$ cat config.mk
export PLATFORM = sky130hd
export DESIGN_NAME = graph_adjacency_matrix
export DESIGN_NICKNAME = d
export VERILOG_FILES = /design/src/sv/gam_pkg.sv /design/src/sv/gam_ctrl.sv /design/src/sv/gam_dpath.sv /design/src/sv/graph_adjacency_matrix.sv
export SDC_FILE = /design/constraint.sdc
export NUM_CORES = 1
export LEC_CHECK = 0
export ABC_CLOCK_PERIOD_IN_PS = 5400
export BUFFER_PORTS_ARGS = -buffer_cell sky130_fd_sc_hd__buf_2
export CELL_PAD_IN_SITES_DETAIL_PLACEMENT = 0
export CELL_PAD_IN_SITES_GLOBAL_PLACEMENT = 1
export CORE_MARGIN = 3
export CORE_UTILIZATION = 51
export DETAILED_ROUTE_END_ITERATION = 8
export PLACE_DENSITY = 0.79
export SYNTH_ARGS = -nofsm -noshare
export SYNTH_HDL_FRONTEND = slang
export SYNTH_SLANG_ARGS = --single-unit
$ cat constraint.sdc
create_clock -name clk_i -period 5.4 [get_ports clk_i]
set_input_delay 0 -clock clk_i [delete_from_list [all_inputs] [get_ports clk_i]]
set_output_delay 0 -clock clk_i [all_outputs]
set_load 0.05 [all_outputs]
$ cat src/sv/gam_pkg.sv
// Shared types and constants for the graph adjacency matrix block.
// Used by gam_ctrl, gam_dpath and graph_adjacency_matrix; depends on nothing.
package gam_pkg;

  // Field widths of the stream and config items
  localparam int CmdW      = 2;
  localparam int VertW     = 4;
  localparam int ValW      = 5;
  localparam int CountW    = 5;
  localparam int InDataW   = 16;  // cmd + vertex_a + vertex_b, padded to bytes
  localparam int OutDataW  = 8;   // result_value, padded to a byte
  localparam int OutUserW  = 2;   // bad_vertex, empty_list

  localparam logic [CountW-1:0] VertexCountReset = 5'd16;

  // Command codes
  typedef enum logic [CmdW-1:0] {
    CMD_CLEAR     = 2'd0,
    CMD_ADD       = 2'd1,
    CMD_DEGREE    = 2'd2,
    CMD_NEIGHBORS = 2'd3
  } cmd_e;

  // Controller to datapath commands
  typedef struct packed {
    logic take_item;
    logic clear_all;
    logic add_edge;
    logic load_row;
    logic emit_bad;
    logic emit_degree;
    logic emit_neighbor;
    logic emit_empty;
  } gam_cmd_t;

  // Datapath to controller status
  typedef struct packed {
    cmd_e cmd;
    logic a_ok;
    logic ab_ok;
    logic row_zero;
    logic last_nb;
    logic out_free;
  } gam_stat_t;

endpackage

$ cat src/sv/gam_ctrl.sv
// Controller state machine for the graph adjacency matrix block.
// Depends on gam_pkg for the command and status structs.
module gam_ctrl (
  input  logic                clk_i,
  input  logic                rst_ni,
  input  logic                in_valid_i,
  output logic                in_ready_o,
  input  gam_pkg::gam_stat_t  stat_i,
  output gam_pkg::gam_cmd_t   ctl_o
);

  typedef enum logic [1:0] {
    ST_IDLE,
    ST_EXEC,
    ST_DEGREE,
    ST_SCAN
  } st_e;

  st_e  state_q, state_d;
  logic ready_q;

  // Next state and datapath commands
  always_comb begin
    ctl_o   = '0;
    state_d = state_q;
    case (state_q)
      ST_IDLE: begin
        if (in_valid_i && ready_q) begin
          ctl_o.take_item = 1'b1;
          state_d         = ST_EXEC;
        end
      end
      ST_EXEC: begin
        case (stat_i.cmd)
          gam_pkg::CMD_CLEAR: begin
            ctl_o.clear_all = 1'b1;
            state_d         = ST_IDLE;
          end
          gam_pkg::CMD_ADD: begin
            if (stat_i.ab_ok) begin
              ctl_o.add_edge = 1'b1;
              state_d        = ST_IDLE;
            end else if (stat_i.out_free) begin
              ctl_o.emit_bad = 1'b1;
              state_d        = ST_IDLE;
            end
          end
          default: begin
            // degree or neighbor query
            if (!stat_i.a_ok) begin
              if (stat_i.out_free) begin
                ctl_o.emit_bad = 1'b1;
                state_d        = ST_IDLE;
              end
            end else begin
              ctl_o.load_row = 1'b1;
              state_d = (stat_i.cmd == gam_pkg::CMD_DEGREE) ? ST_DEGREE : ST_SCAN;
            end
          end
        endcase
      end
      ST_DEGREE: begin
        if (stat_i.out_free) begin
          ctl_o.emit_degree = 1'b1;
          state_d           = ST_IDLE;
        end
      end
      ST_SCAN: begin
        if (stat_i.out_free) begin
          if (stat_i.row_zero) begin
            ctl_o.emit_empty = 1'b1;
            state_d          = ST_IDLE;
          end else begin
            ctl_o.emit_neighbor = 1'b1;
            if (stat_i.last_nb) begin
              state_d = ST_IDLE;
            end
          end
        end
      end
      default: begin
        state_d = ST_IDLE;
      end
    endcase
  end

  // State and registered ready
  always_ff @(posedge clk_i or negedge rst_ni) begin
    if (!rst_ni) begin
      state_q <= ST_IDLE;
      ready_q <= 1'b1;
    end else begin
      state_q <= state_d;
      ready_q <= (state_d == ST_IDLE);
    end
  end

  assign in_ready_o = ready_q;

endmodule

$ cat src/sv/gam_dpath.sv
// Datapath of the graph adjacency matrix block: bit matrix, vertex count,
// row scan, degree count and output register. Depends on gam_pkg.
module gam_dpath #(
  parameter int MAX_VERTICES = 16
) (
  input  logic                              clk_i,
  input  logic                              rst_ni,
  input  gam_pkg::gam_cmd_t                 ctl_i,
  output gam_pkg::gam_stat_t                stat_o,
  input  logic [gam_pkg::InDataW-1:0]       in_data_i,
  input  logic                              cfg_valid_i,
  input  logic [gam_pkg::CountW-1:0]        cfg_data_i,
  input  logic                              out_ready_i,
  output logic                              out_valid_o,
  output logic [gam_pkg::OutDataW-1:0]      out_data_o,
  output logic                              out_last_o,
  output logic [gam_pkg::OutUserW-1:0]      out_user_o
);

  // Only vertices reachable by a 4-bit index ever hold edges
  localparam int VMax = 1 << gam_pkg::VertW;
  localparam int NumV = (MAX_VERTICES < VMax) ? MAX_VERTICES : VMax;
  localparam int IdxW = $clog2(NumV);
  localparam int CW   = gam_pkg::CountW;
  localparam int VW   = gam_pkg::VertW;

  logic [NumV-1:0]     adj_q [NumV];
  logic [CW-1:0]       vcnt_q;
  gam_pkg::cmd_e       cmd_q;
  logic [VW-1:0]       a_q, b_q;
  logic [NumV-1:0]     row_q;

  logic                out_valid_q, out_last_q, out_bad_q, out_empty_q;
  logic [gam_pkg::ValW-1:0] out_value_q;

  logic [CW-1:0]       active_n;
  logic                a_ok, b_ok, out_free;
  logic [NumV-1:0]     col_mask, row_sel, row_rest;
  logic [CW-1:0]       degree;
  logic [IdxW-1:0]     low_idx;
  logic                emit_any;

  // Active count, capped at the stored size
  assign active_n = (vcnt_q > CW'(NumV)) ? CW'(NumV) : vcnt_q;
  assign a_ok     = {1'b0, a_q} < active_n;
  assign b_ok     = {1'b0, b_q} < active_n;
  assign out_free = !out_valid_q || out_ready_i;

  always_comb begin
    for (int j = 0; j < NumV; j++) begin
      col_mask[j] = CW'(j) < active_n;
    end
  end

  assign row_sel  = adj_q[a_q[IdxW-1:0]] & col_mask;
  assign row_rest = row_q & (row_q - NumV'(1));

  // Degree: set bits of the latched row
  always_comb begin
    degree = '0;
    for (int j = 0; j < NumV; j++) begin
      degree = degree + CW'(row_q[j]);
    end
  end

  // Lowest set column of the latched row
  always_comb begin
    low_idx = '0;
    for (int j = NumV - 1; j >= 0; j--) begin
      if (row_q[j]) begin
        low_idx = IdxW'(j);
      end
    end
  end

  // Vertex count register
  always_ff @(posedge clk_i or negedge rst_ni) begin
    if (!rst_ni) begin
      vcnt_q <= gam_pkg::VertexCountReset;
    end else if (cfg_valid_i) begin
      vcnt_q <= cfg_data_i;
    end
  end

  // Adjacency matrix: cleared at reset and by the clear command
  always_ff @(posedge clk_i or negedge rst_ni) begin
    if (!rst_ni) begin
      for (int i = 0; i < NumV; i++) begin
        adj_q[i] <= '0;
      end
    end else begin
      for (int i = 0; i < NumV; i++) begin
        for (int j = 0; j < NumV; j++) begin
          if (ctl_i.clear_all) begin
            adj_q[i][j] <= 1'b0;
          end else if (ctl_i.add_edge &&
                       ((a_q == VW'(i) && b_q == VW'(j)) ||
                        (a_q == VW'(j) && b_q == VW'(i)))) begin
            adj_q[i][j] <= 1'b1;
          end
        end
      end
    end
  end

  // Item capture and row scan register
  always_ff @(posedge clk_i) begin
    if (ctl_i.take_item) begin
      cmd_q <= gam_pkg::cmd_e'(in_data_i[gam_pkg::CmdW-1:0]);
      a_q   <= in_data_i[gam_pkg::CmdW +: VW];
      b_q   <= in_data_i[gam_pkg::CmdW + VW +: VW];
    end
    if (ctl_i.load_row) begin
      row_q <= row_sel;
    end else if (ctl_i.emit_neighbor) begin
      row_q <= row_rest;
    end
  end

  assign emit_any = ctl_i.emit_bad | ctl_i.emit_degree | ctl_i.emit_neighbor |
                    ctl_i.emit_empty;

  // Output register
  always_ff @(posedge clk_i or negedge rst_ni) begin
    if (!rst_ni) begin
      out_valid_q <= 1'b0;
    end else if (emit_any) begin
      out_valid_q <= 1'b1;
    end else if (out_ready_i) begin
      out_valid_q <= 1'b0;
    end
  end

  always_ff @(posedge clk_i) begin
    if (emit_any) begin
      out_bad_q   <= ctl_i.emit_bad;
      out_empty_q <= ctl_i.emit_empty;
      out_last_q  <= ctl_i.emit_bad | ctl_i.emit_degree | ctl_i.emit_empty |
                     (row_rest == '0);
      if (ctl_i.emit_degree) begin
        out_value_q <= degree;
      end else if (ctl_i.emit_neighbor) begin
        out_value_q <= gam_pkg::ValW'(low_idx);
      end else begin
        out_value_q <= '0;
      end
    end
  end

  assign out_valid_o = out_valid_q;
  assign out_data_o  = gam_pkg::OutDataW'(out_value_q);
  assign out_last_o  = out_last_q;
  assign out_user_o  = {out_empty_q, out_bad_q};

  assign stat_o.cmd      = cmd_q;
  assign stat_o.a_ok     = a_ok;
  assign stat_o.ab_ok    = a_ok & b_ok;
  assign stat_o.row_zero = (row_q == '0);
  assign stat_o.last_nb  = (row_rest == '0);
  assign stat_o.out_free = out_free;

  // Checks
  a_one_emit : assert property (@(posedge clk_i) disable iff (!rst_ni)
    $onehot0({ctl_i.emit_bad, ctl_i.emit_degree, ctl_i.emit_neighbor, ctl_i.emit_empty}))
    else $error("more than one result source in a cycle");

  a_emit_slot : assert property (@(posedge clk_i) disable iff (!rst_ni)
    emit_any |-> out_free)
    else $error("result written over a waiting item");

  a_scan_nonzero : assert property (@(posedge clk_i) disable iff (!rst_ni)
    ctl_i.emit_neighbor |-> (row_q != '0))
    else $error("neighbor emitted from an empty row");

  a_flag_last : assert property (@(posedge clk_i) disable iff (!rst_ni)
    (out_valid_q && (out_bad_q || out_empty_q)) |-> (out_last_q && out_value_q == '0))
    else $error("error or empty result not final or not zero");

endmodule

$ cat src/sv/graph_adjacency_matrix.sv
// Graph adjacency matrix, top level: stream ports and config write port.
// Depends on gam_pkg, gam_ctrl and gam_dpath.
//
// Holds a symmetric bit matrix of an undirected graph and answers one command
// per input item: clear, add edge, degree query, neighbor list. The block takes
// one item at a time. A neighbor query gives at least one result: the row
// scan emits one neighbor per cycle while the output is free, lowest index
// first. Results leave through an output register, so the next item is taken
// while the final result of the last one still waits; a stalled result holds
// the scan. The matrix is cleared at reset, and a change of vertex_count keeps
// stored edges but hides rows and columns at or above the count. Only write the
// config register while no item is in flight.
module graph_adjacency_matrix #(
  parameter int MAX_VERTICES = 16
) (
  input  logic                               clk_i,
  input  logic                               rst_ni,
  // tdata: cmd [1:0], vertex_a [5:2], vertex_b [9:6], zeros above
  input  logic [gam_pkg::InDataW-1:0]        s_axis_tdata,
  input  logic                               s_axis_tvalid,
  output logic                               s_axis_tready,
  // tdata: result_value [4:0], zeros above
  output logic [gam_pkg::OutDataW-1:0]       m_axis_tdata,
  // tuser: bad_vertex [0], empty_list [1]
  output logic [gam_pkg::OutUserW-1:0]       m_axis_tuser,
  output logic                               m_axis_tlast,
  output logic                               m_axis_tvalid,
  input  logic                               m_axis_tready,
  // vertex_count write
  input  logic                               cfg_valid_i,
  output logic                               cfg_ready_o,
  input  logic [gam_pkg::CountW-1:0]         cfg_data_i
);

  gam_pkg::gam_cmd_t  ctl;
  gam_pkg::gam_stat_t stat;

  assign cfg_ready_o = 1'b1;

  gam_ctrl u_ctrl (
    .clk_i      (clk_i),
    .rst_ni     (rst_ni),
    .in_valid_i (s_axis_tvalid),
    .in_ready_o (s_axis_tready),
    .stat_i     (stat),
    .ctl_o      (ctl)
  );

  gam_dpath #(
    .MAX_VERTICES (MAX_VERTICES)
  ) u_dpath (
    .clk_i       (clk_i),
    .rst_ni      (rst_ni),
    .ctl_i       (ctl),
    .stat_o      (stat),
    .in_data_i   (s_axis_tdata),
    .cfg_valid_i (cfg_valid_i),
    .cfg_data_i  (cfg_data_i),
    .out_ready_i (m_axis_tready),
    .out_valid_o (m_axis_tvalid),
    .out_data_o  (m_axis_tdata),
    .out_last_o  (m_axis_tlast),
    .out_user_o  (m_axis_tuser)
  );

endmodule
======== Yosys cells after proc, flatten, opt, wreduce, memory -nomap -nowiden ========
Index checks and enable logic that the tools add are counted.
cells by class
  add/sub/neg operators ................... 16
  multiply operators ...................... 0
  div/mod/pow operators ................... 0
  order comparisons ....................... 20
  equality and inequality tests ........... 35
  shift operators ......................... 0
  muxes and demuxes ....................... 325
  bitwise operators ....................... 9
  reductions and logical operators ........ 661
operator list
  kind                                                                         number
  1-bit logical AND                                                            393
  1-bit two-way mux                                                            288
  2-bit nonzero test                                                           138
  1-bit logical OR                                                             121
  4-bit two-way mux                                                            18
  5-bit by 1-bit adder with 5-bit output                                       14
  16-bit binary-select mux with 4-bit select                                   1
  4-bit equality test, second input constant                                   16
  16-bit two-way mux                                                           4
  4-bit by 5-bit less-than comparator with 1-bit output, first input constant  8
  16-bit AND                                                                   2
  4-bit by 3-bit equality test with 1-bit output, second input constant        8
  16-bit zero test                                                             2
  3-bit by 5-bit less-than comparator with 1-bit output, first input constant  4
  2-bit two-way mux                                                            9
  4-bit by 2-bit equality test with 1-bit output, second input constant        4
  16-bit by 1-bit subtractor with 16-bit output, second input constant         1
  1-bit by 5-bit less-than comparator with 1-bit output, first input constant  2
  2-bit by 5-bit less-than comparator with 1-bit output, first input constant  2
  4-bit by 5-bit less-than comparator with 1-bit output                        2
  5-bit two-way mux                                                            2
  4-bit by 1-bit equality test with 1-bit output, second input constant        2
  4-bit zero test                                                              2
  2-bit one-hot mux with 4 select lines                                        1
  13 further kinds                                                             22
storage, ports and cells
  bits in registers ....................... 179
  latch bits .............................. 0
  memory bits (writable) .................. 0
  ROM bits ................................ 0
  input bits .............................. 26
  memories kept ........................... 0

======== Longest topological paths before layout ========
Gate-level depths: netlist (run 1).
  depth in word-level cells ............... 18
  depth in mapped cells ................... 16
  depth with buffers taken out ............ 16

======== By module ========
A second synthesis (run 1) with hierarchy kept.
unflattened totals
  cell total of the unflattened synthesis .. 924
  area total of the unflattened synthesis .. 10415.0 um^2
by module, submodules not included
  module                  instances  cells an instance  area an instance (um^2)  seq. area each (um^2)
  gam_dpath               1          896                10171.0                  4575.6
  gam_ctrl                1          26                 232.7                    76.3
  graph_adjacency_matrix  1          2                  11.3                     0.0

======== Worst setup path before layout (run 1) ========
Ideal clock, no wire load.
  path kind ............................... register to register
  start ................................... register u_dpath.row_q[0]
  end ..................................... register u_dpath.out_value_q[1] in the netlist's numbering, data pin
  library setup time ...................... 0.259 ns
  data arrival time ....................... 3.850 ns
  path slack .............................. 1.292 ns
  stages on the path, launching flop included .. 13
  buffers on the path ..................... 0
  clock period less this slack ............ 4.108 ns
  cells stage by stage .................... edfxtp_1 inv_1 ha_1 inv_1 fa_1 fa_1 fa_1 fa_1 fa_1 fa_1 nor2_1 a41oi_1 nor2_1
between the ends
  cells in the longest elaborated chain, start to end .. 16
  elaborated cells on any way between the ends .. 22
  classes of those cells .................. add/sub: 15; mux: 6; reduce/logical: 1
ends and longest elaborated chain
  what                                                  RTL line          text
  start, declared                                       gam_dpath.sv:31   logic [NumV-1:0] row_q;
  start signal, assigned                                gam_dpath.sv:114  row_q <= row_sel;
  start signal, assigned                                gam_dpath.sv:116  row_q <= row_rest;
  1-bit by 1-bit adder with 2-bit output                gam_dpath.sv:62   degree = degree + CW'(row_q[j]);
  5-bit by 1-bit adder with 5-bit output (14 in a row)  gam_dpath.sv:62
  5-bit two-way mux (*)                                 gam_dpath.sv:140  if (ctl_i.emit_degree) begin
  end signal, assigned                                  gam_dpath.sv:141  out_value_q <= degree;
  end signal, assigned                                  gam_dpath.sv:143  out_value_q <= gam_pkg::ValW'(low_idx);
  end, declared                                         gam_dpath.sv:34   logic [gam_pkg::ValW-1:0] out_value_q;
Mark *: on every way between the ends. The rest lies on a longest branch, timed or not.
A chain may end at the register's enable or synchronous reset.

======== Worst setup path in the final report (run 1) ========
  start ................................... register u_dpath.row_q[0]
  end ..................................... register u_dpath.out_value_q[2] in the netlist's numbering, data pin
The elaborated chain is that of the path after synthesis.

==> reports/summary.txt, run 1 <==
met2 Resource Use GR: 0.425
Final Power: 4710 uW
ANT cells: 0
Reg clk slew, reported paths: 70 ps
Vias: 8537
final hold violation count: 0
Detailed Routing Iterations Pass 1: 5
Main synth FF type: dfrtp_1
Die X: 150 um
Final Max Tran Viols: 0
Critical Path AT: 4490 ps
worst-margin pin slew: 1240 ps
worst hold path class: input pin to register
register area: 4650 um2
Post-DP HPWL: 20.9 mm
number of global-route vias before repair: 8342
met3 Resource Use GR: 0.0530
Initial DRC Count: 1089
CTS tree: done
pwr/cell area: 401 nW/um2
GRT Resource Usage Total: 0.286
Via density: 6.79
max cap viols: 0
WP data required: 5570 ps
Seq/Total Area, Yosys: 0.438
synth cell count leaders: 197 x nand2_1, 143 x dfrtp_1, 84 x o221ai_1
Tmin final: 4320 ps
post-route ant nets: 0
post-CTS resize count: 0
syn avg cell area: 11.0 um2
Die Area: 22600 um2
Lkg Pwr: 0.00478 uW
CP max FO: 7
flops & latches, synth: 179
YS warnings: 0
TritonCTS Buffers: 17
Clock Sinks: 179
postcts setup bufs: 0
Routability Congestion: 0.889
Synth area leaders: dfrtp_1 34%, mux4_2 17%, edfxtp_1 9.6%
multi-input logic area: 5530 um2
number of enable flip-flop cells after synthesis: 34
CP Launch Type: register
Initial Util: 0.522
area of the mapped netlist: 10600 um2
top-count cell post-synth: nand2_1
WL per Instance: 24.6 um
# setup viols final: 0
fraction of registers with async set or reset after synthesis: 0.810
core area: 20400 um2
Yosys top cell area share: 0.337
clock root cell: clkbuf_16
io pins: 40
unrepaired setup endpoints after global routing: false
global route hottest layer: met2
setup TNS: 0 ps
WS Path Type: register to register
run status: completed
Crit. End Element: register
clk_skew: 9.29 ps
R2R setup slack: 1080 ps
initial antenna violation count: 0
die height: 150 um
port bufs: 29
H-tree lvl count: 4
final net count: 1025
WL final: 30.9 mm
DRC violations left: 0
Final Cycle Share: 0.799
Fmax: 232 MHz
relative slew slack: 0.165
post-synth cell types: 71
filler cell count in the final layout: 1715
largest net degree at the start of global routing: 97
cts hold-fix bufs: 23
layout cells sized above 1: 0.181
grt met1 use: 0.421
maximum vdd drop: 0.215 mV
Post-Syn Instances: 970
Congestion Overflow GR: 0
largest buffer count on any clock path: 2
num rows: 52
Worst-Skew Late Latency: 430 ps
area grow syn2layout: 10.4%
first-pass GRT wire length: 48.9 mm
area leader, netlist: dfrtp_1
flip-flops by register name, indices dropped and copies added (netlist names):
| register | flops |
|---|---|
| u_ctrl.in_ready_o | 1 |
| u_dpath.out_valid_o | 1 |
| u_dpath.cmd_q | 2 |
| u_dpath.a_q | 4 |
| u_ctrl.state_q | 2 |
| u_dpath.vcnt_q | 5 |
| u_dpath.out_empty_q | 1 |
| u_dpath.out_last_o | 1 |
| u_dpath.out_value_q | 5 |
| u_dpath.out_bad_q | 1 |
| u_dpath.b_q | 4 |
| u_dpath.row_q | 16 |
| u_dpath.adj_q | 136 |
critical path, cell delays in order (launching register included):
cell and delay [ps]:
edfxtp_1 500, inv_1 100, ha_1 290, inv_1 60
fa_1 440, fa_1 490, fa_1 540, fa_1 430
fa_1 410, fa_1 430, xnor2_1 150, a32oi_1 150
nor2_1 60
worst paths after layout:
kind | end | cells past startpoint | from
max | u_dpath.out_value_q[2] | 12 | u_dpath.row_q[0]
min | u_dpath.cmd_q[1] | 2 | s_axis_tvalid
max reg2reg | u_dpath.out_value_q[2] | 12 | u_dpath.row_q[0]
min reg2reg | u_dpath.adj_q[150] | 2 | u_dpath.adj_q[150]
max in group asynchronous | u_dpath.adj_q[96] | 3 | rst_ni
min in group asynchronous | u_ctrl.state_q[0] | 2 | rst_ni
area by class of cell:
class                      count  share of cell area
clock buffer                  17              0.0362
clock inverter                15              0.0152
timing repair buffer          68              0.0427
sequential                   179               0.396
inverter                      29             0.00927
multi-input combinational    680               0.471
tap                          270              0.0288
stage by stage:
step / instances / setup slack (ps) / util / hold WS, ps / area [um2]
after CTS: 1258 / 1050 / 0.576 / 95.8 / 11700
final: 1258 / 1080 / 0.576 / 102 / 11700
after detailed placement: 1203 / 1060 / 0.535 / 153 / 10900
after global routing: 1258 / 854 / 0.576 / 110 / 11700
after global placement: 1203 / 1140 / 0.535 / 154 / 10900
after floorplan: 972 / 1290 / - / -296 / 10600
report_power, final:
part	total (uW)	leakage, uW	internal, uW	switching [uW]
Clock	1310	0.000294	735	579
Combinational	1710	0.00216	665	1040
Sequential	1680	0.00232	1540	147
placed cells by master (no fill, tap or decap), types with 10 or more instances in the layout:
cell type / n
clkbuf_16: 17
inv_1: 29
nor2_1: 37
ha_1: 14
o21ai_0: 45
buf_2: 28
o221ai_1: 84
edfxtp_1: 34
a21o_1: 29
fa_1: 10
dfrtp_1: 143
dlygate4sd3_1: 23
buf_4: 16
a2bb2oi_1: 12
nand3_1: 19
mux4_2: 78
a21oi_1: 36
nor3_1: 10
nand2_1: 197
cells by family (layout without fill, tap and decap cells):
family | after synthesis | in the layout | share of synthesized area
buffers and inverters | 113 | 129 | 0.0485
flip-flops | 179 | 179 | 0.438
XOR/XNOR | 2 | 2 | 0.00165
AND/OR/NAND/NOR | 308 | 308 | 0.128
other | 2 | 4 | 0.000706
AO/OA/AOI/OAI | 258 | 258 | 0.177
adder cells (fa/ha/maj) | 24 | 24 | 0.0353
multiplexers | 84 | 84 | 0.171
per-layer routing:
metal	routed length (um)	vias up
li1	-	3716
met1	13100	4315
met2	14400	448
met3	2520	58
met4	954	0
met5	0	-
Note: power is estimated with default switching activity, not from simulation.
==> run 2: changes to the inputs <==
--- a/config.mk
+++ b/config.mk
@@ -5,14 +5,14 @@
 export SDC_FILE = /design/constraint.sdc
 export NUM_CORES = 1
 export LEC_CHECK = 0
-export ABC_CLOCK_PERIOD_IN_PS = 5400
+export ABC_CLOCK_PERIOD_IN_PS = 3620
 export BUFFER_PORTS_ARGS = -buffer_cell sky130_fd_sc_hd__buf_2
 export CELL_PAD_IN_SITES_DETAIL_PLACEMENT = 0
 export CELL_PAD_IN_SITES_GLOBAL_PLACEMENT = 1
 export CORE_MARGIN = 3
-export CORE_UTILIZATION = 51
+export CORE_UTILIZATION = 46
 export DETAILED_ROUTE_END_ITERATION = 8
-export PLACE_DENSITY = 0.79
+export PLACE_DENSITY = 0.75
 export SYNTH_ARGS = -nofsm -noshare
 export SYNTH_HDL_FRONTEND = slang
 export SYNTH_SLANG_ARGS = --single-unit
==> constraint.sdc (replaced) <==
create_clock -name clk_i -period 3.62 [get_ports clk_i]
set_input_delay 0 -clock clk_i [delete_from_list [all_inputs] [get_ports clk_i]]
set_output_delay 0 -clock clk_i [all_outputs]
set_load 0.05 [all_outputs]
==> run 2 against run 1 <==
  * The run now ends with negative setup slack left
  * Combinational power rose by 67%
  * Worst hold slack better by 71 ps
  * Cell count is 3.3% higher
  * Sequential share of layout area down 0.82 points
  * Highest routed layer unchanged
  * Critical path depth unchanged
  * Wire length grew 3.1%
  * Setup slack got worse by 1500 ps
  * Non-clock buffer count up 32
  * Count of clock-buffer cells in the layout is 2 higher
  * Final area increased by 2.1%
==> reports/summary.txt, run 2 (same netlist as run 1, synthesis figures left out) <==
Die X: 158 um
Tmin final: 3990 ps
die height: 158 um
worst hold path class: input pin to register
CP max FO: 2
max reg flops: 136
filler cell count in the final layout: 1977
P_sw: 2670 uW
Crit path largest cell delay: 530 ps
GRT Resource Usage Total: 0.262
Via density: 6.64
CP Buf/Inv Count: 2
WL final: 31.9 mm
combinational share of power: 0.406
io pins: 40
worst-margin pin slew: 1010 ps
TritonCTS Buffers: 17
sequential share of power: 0.352
Top Registers: u_dpath.adj_q (136), u_dpath.row_q (16)
largest buffer count on any clock path: 2
worst path cell trace: inv_2 -> ha_4 -> inv_2 -> fa_1 -> fa_1 -> fa_1 -> fa_1 -> fa_2 -> fa_2 -> nor2_1 -> a41oi_1 -> nor2_1
Final Power: 7010 uW
relative slew slack: 0.325
pwr/cell area: 585 nW/um2
commonest cells after routing, fill and taps aside: 197 x nand2_1, 143 x dfrtp_1, 84 x o221ai_1, 78 x mux4_2, 45 x o21ai_0
Worst path depth: 12
CP dominant cell by count: fa_1
clk_skew: 10.5 ps
# setup viols final: 4
clock share of power: 0.242
failing checks: negative setup slack
sw frac: 0.381
Routability Congestion: 0.933
Clock Sinks: 179
cell family with the largest share of critical-path delay: adder cells
first-pass GRT wire length: 50.0 mm
Initial Util: 0.477
Worst-Skew Late Latency: 440 ps
Initial DRC Count: 929
WL per Instance: 24.5 um
P_int: 4340 uW
final hold violation count: 0
area grow syn2layout: 12.8%
Critical Path AT: 4180 ps
Lkg Pwr: 0.00490 uW
unrepaired setup endpoints after global routing: true
initial antenna violation count: 0
Reg clk slew, reported paths: 70 ps
final worst slack: -373 ps
setup TNS: -1110 ps
number of global-route vias before repair: 8390
Vias: 8634
run status: finished with violations
core area: 22300 um2
Final Cycle Share: 1.10
WP data required: 3800 ps
WS Path Type: register to register
port bufs: 29
CTS tree: done
largest net degree at the start of global routing: 90
num rows: 54
H-tree lvl count: 4
ANT cells: 0
clock root cell: clkbuf_16
crit path max-delay cell type: fa_2
R2R cell count: 12
commonest non-fill, non-tap cell in the layout: nand2_1
final net count: 1057
DRC violations left: 0
Detailed Routing Iterations Pass 1: 5
Crit. End Element: register
Die Area: 25000 um2
Post-DP HPWL: 21.8 mm
layout cells sized above 1: 0.212
CP Launch Type: register
post-route ant nets: 0
Final Max Tran Viols: 0
Top reg by flops: u_dpath.adj_q
max cap viols: 0
Fmax: 250 MHz
maximum vdd drop: 0.432 mV
hold depth: 3
Congestion Overflow GR: 0
-- run 2: metal layers --
layer	routed length, um	global-route usage	vias up
met5	0	0	-
met4	843	0.0795	0
met3	2960	0.0446	53
met2	14600	0.399	471
met1	13400	0.390	4329
li1	-	-	3781
-- run 2: path summary, 6_finish.rpt --
path	start	to	slack (ps)
max reg2reg	u_dpath.row_q[0]	u_dpath.out_value_q[1]	-370
min in group asynchronous	rst_ni	u_dpath.adj_q[215]	210
max in group asynchronous	rst_ni	u_dpath.adj_q[209]	2420
max	u_dpath.row_q[0]	u_dpath.out_value_q[1]	-370
min	s_axis_tvalid	u_dpath.cmd_q[1]	170
min reg2reg	u_dpath.adj_q[210]	u_dpath.adj_q[210]	480
-- run 2: layout make-up --
class | count | area [um2] | share of cell area
Multi-Input combinational cell | 680 | 5570 | 0.464
Sequential cell | 179 | 4650 | 0.388
Timing Repair Buffer | 100 | 792 | 0.0661
Clock buffer | 19 | 433 | 0.0361
Tap cell | 280 | 350 | 0.0292
Inverter | 29 | 109 | 0.00908
Clock inverter | 13 | 86.3 | 0.00720
-- run 2: timing repair --
item | 4_1_cts | 5_1_grt
endpoints found under the hold margin | 102 | 0
resized for setup | 1 | 8
hold buffers | 23 | 0
setup endpoints to repair | 5 | 5
setup buffers | 3 | 1
pin swaps | 0 | 3
-- run 2: power by group through the flow --
stage	sequential (uW)	clock [uW]	combinational, uW
6_report	2470	1690	2850
5_1_grt	2490	1790	3190
4_1_cts	2460	1710	2740
3_5_place_dp	2500	0	2700
3_3_place_gp	2500	0	2670
2_1_floorplan	2570	0	1880
-- run 2: per-stage QoR --
step | setup WS, ps | std cells | hold WS [ps] | area, um2 | util
6_report | -373 | 1300 | 173 | 12000 | 0.538
5_1_grt | -522 | 1300 | 173 | 12000 | 0.538
4_1_cts | -398 | 1299 | 164 | 12000 | 0.536
3_5_place_dp | -411 | 1241 | 129 | 11200 | 0.501
3_3_place_gp | -353 | 1241 | 144 | 11200 | 0.501
2_1_floorplan | -411 | 972 | -296 | 10600 | -
-- run 2: worst register-to-register path, cell delays in order (launching register included) --
cell	delay [ps]
edfxtp_1	360
inv_2	60
ha_4	260
inv_2	30
fa_1	500
fa_1	430
fa_1	510
fa_1	430
fa_2	370
fa_2	530
nor2_1	40
a41oi_1	180
nor2_1	50
==> run 3: changes to the inputs <==
--- a/config.mk
+++ b/config.mk
@@ -12,7 +12,7 @@
 export CORE_MARGIN = 3
 export CORE_UTILIZATION = 46
 export DETAILED_ROUTE_END_ITERATION = 8
-export PLACE_DENSITY = 0.75
+export PLACE_DENSITY_LB_ADDON = 0.1
 export SYNTH_ARGS = -nofsm -noshare
 export SYNTH_HDL_FRONTEND = slang
 export SYNTH_SLANG_ARGS = --single-unit
==> run 3 against run 2 <==
  * The run still ends with negative setup slack left
  * Worst hold slack got worse by 5.2 ps
  * Non-clock buffer count down 2
  * Cell count fell by 0.15%
  * Sequential power barely moved
  * Fmax shrank 2.0%
  * Critical path depth is the same
  * Final area grew 0.32%
  * Clock skew rose by 1.9 ps
  * Critical path type unchanged
  * Largest cell class unchanged
==> reports/summary.txt, run 3 (same netlist as run 1, synthesis figures left out) <==
Critical Path AT: 4270 ps
Fmax: 245 MHz
WP data required: 3820 ps
Clock Sinks: 179
Place WS: -471 ps
DRC violations left: 0
GRT Resource Usage Total: 0.282
register area: 4650 um2
Initial DRC Count: 1002
run status: finished with violations
largest buffer count on any clock path: 2
H-tree lvl count: 4
final worst slack: -457 ps
CP max FO: 2
failing checks: negative setup slack
final net count: 1055
Initial Util: 0.477
Final Max Tran Viols: 0
first-pass GRT wire length: 53.4 mm
layout cells sized above 1: 0.212
Tmin final: 4080 ps
Final Power: 7210 uW
CP Launch Type: register
multi-input logic area: 5550 um2
max cap viols: 0
io pins: 40
WL final: 34.0 mm
Top Registers: u_dpath.adj_q (136), u_dpath.row_q (16)
post-route ant nets: 0
maximum vdd drop: 0.409 mV
initial antenna violation count: 0
Worst-Skew Late Latency: 450 ps
Post-DP HPWL: 23.7 mm
Top reg by flops: u_dpath.adj_q
area grow syn2layout: 13.1%
ANT cells: 0
number of global-route vias before repair: 8899
# setup viols final: 5
largest net degree at the start of global routing: 101
filler cell count in the final layout: 1929
clock root cell: clkbuf_16
worst hold path class: input pin to register
Die Area: 25000 um2
unrepaired setup endpoints after global routing: true
Finished Core Util: 0.539
die height: 158 um
commonest cells after routing, fill and taps aside: 197 x nand2_1, 143 x dfrtp_1, 84 x o221ai_1, 78 x mux4_2, 45 x o21ai_0
Detailed Routing Iterations Pass 1: 5
Congestion Overflow GR: 0
max reg flops: 136
Reg clk slew, reported paths: 80 ps
pwr/cell area: 600 nW/um2
clk_skew: 12.4 ps
Via density: 6.79
relative slew slack: 0.257
Final Cycle Share: 1.13
Die X: 158 um
num rows: 54
WS Path Type: register to register
Lkg Pwr: 0.00494 uW
CTS tree: done
TritonCTS Buffers: 17
Vias: 8808
Routability Congestion: 0.944
Crit. End Element: register
worst-margin pin slew: 1110 ps
final hold violation count: 0
commonest non-fill, non-tap cell in the layout: nand2_1
core area: 22300 um2
WL per Instance: 26.2 um
port bufs: 29
setup TNS: -1750 ps
==> run 3: worst paths after layout <==
check	startpoint	to	slack (ps)	cells after the start
max in group asynchronous	rst_ni	u_dpath.adj_q[167]	2400	3
setup / recovery	u_dpath.row_q[1]	u_dpath.out_value_q[2]	-460	12
hold reg to reg	u_dpath.adj_q[60]	u_dpath.adj_q[60]	480	2
min in group asynchronous	rst_ni	u_dpath.adj_q[225]	220	2
hold / removal	s_axis_tvalid	u_dpath.a_q[1]	170	3
setup reg to reg	u_dpath.row_q[1]	u_dpath.out_value_q[2]	-460	12
==> run 3: power by group <==
group	internal, uW	switching (uW)	total (uW)
Sequential	2290	182	2470
Clock	928	940	1870
Combinational	1160	1710	2870
Total	4380	2830	7210
==> run 3: metrics by stage <==
stage	area (um2)	instances	hold slack [ps]
6_report	12000	1298	167
5_1_grt	12000	1298	164
4_1_cts	12000	1296	157
3_5_place_dp	11200	1239	153
3_3_place_gp	11200	1239	128
2_1_floorplan	10600	972	-296
==> run 3: final cells by class <==
type,instances,share of cell area
multi-input cells,680,0.462
flip-flops and latches,179,0.387
repair buffers,98,0.0646
clock buffers,17,0.0354
well taps,280,0.0291
clock inverters,15,0.0133
inverters,29,0.00905
==> run 3: critical path, stage by stage, from the launching register on <==
cell and delay (ps):
edfxtp_1 370, inv_2 60, ha_4 260, inv_2 30, fa_1 520, fa_1 440, fa_1 540, fa_1 440
fa_2 370, fa_1 420, xnor2_1 150, a32oi_1 150, nor2_1 60
==> run 3: metal layers <==
metal / vias up / share of wire / global-route usage
met5: - / 0 / 0
met4: 0 / 0.042 / 0.117
met3: 79 / 0.075 / 0.0421
met2: 464 / 0.47 / 0.440
met1: 4499 / 0.41 / 0.400
li1: 3766 / - / -
==> run 3: repair_timing <==
item,4_1_cts,5_1_grt
hold endpoints to repair,104,0
endpoints found under the setup margin,5,5
resized for setup,4,1
hold buffers,23,0
setup buffers,2,2
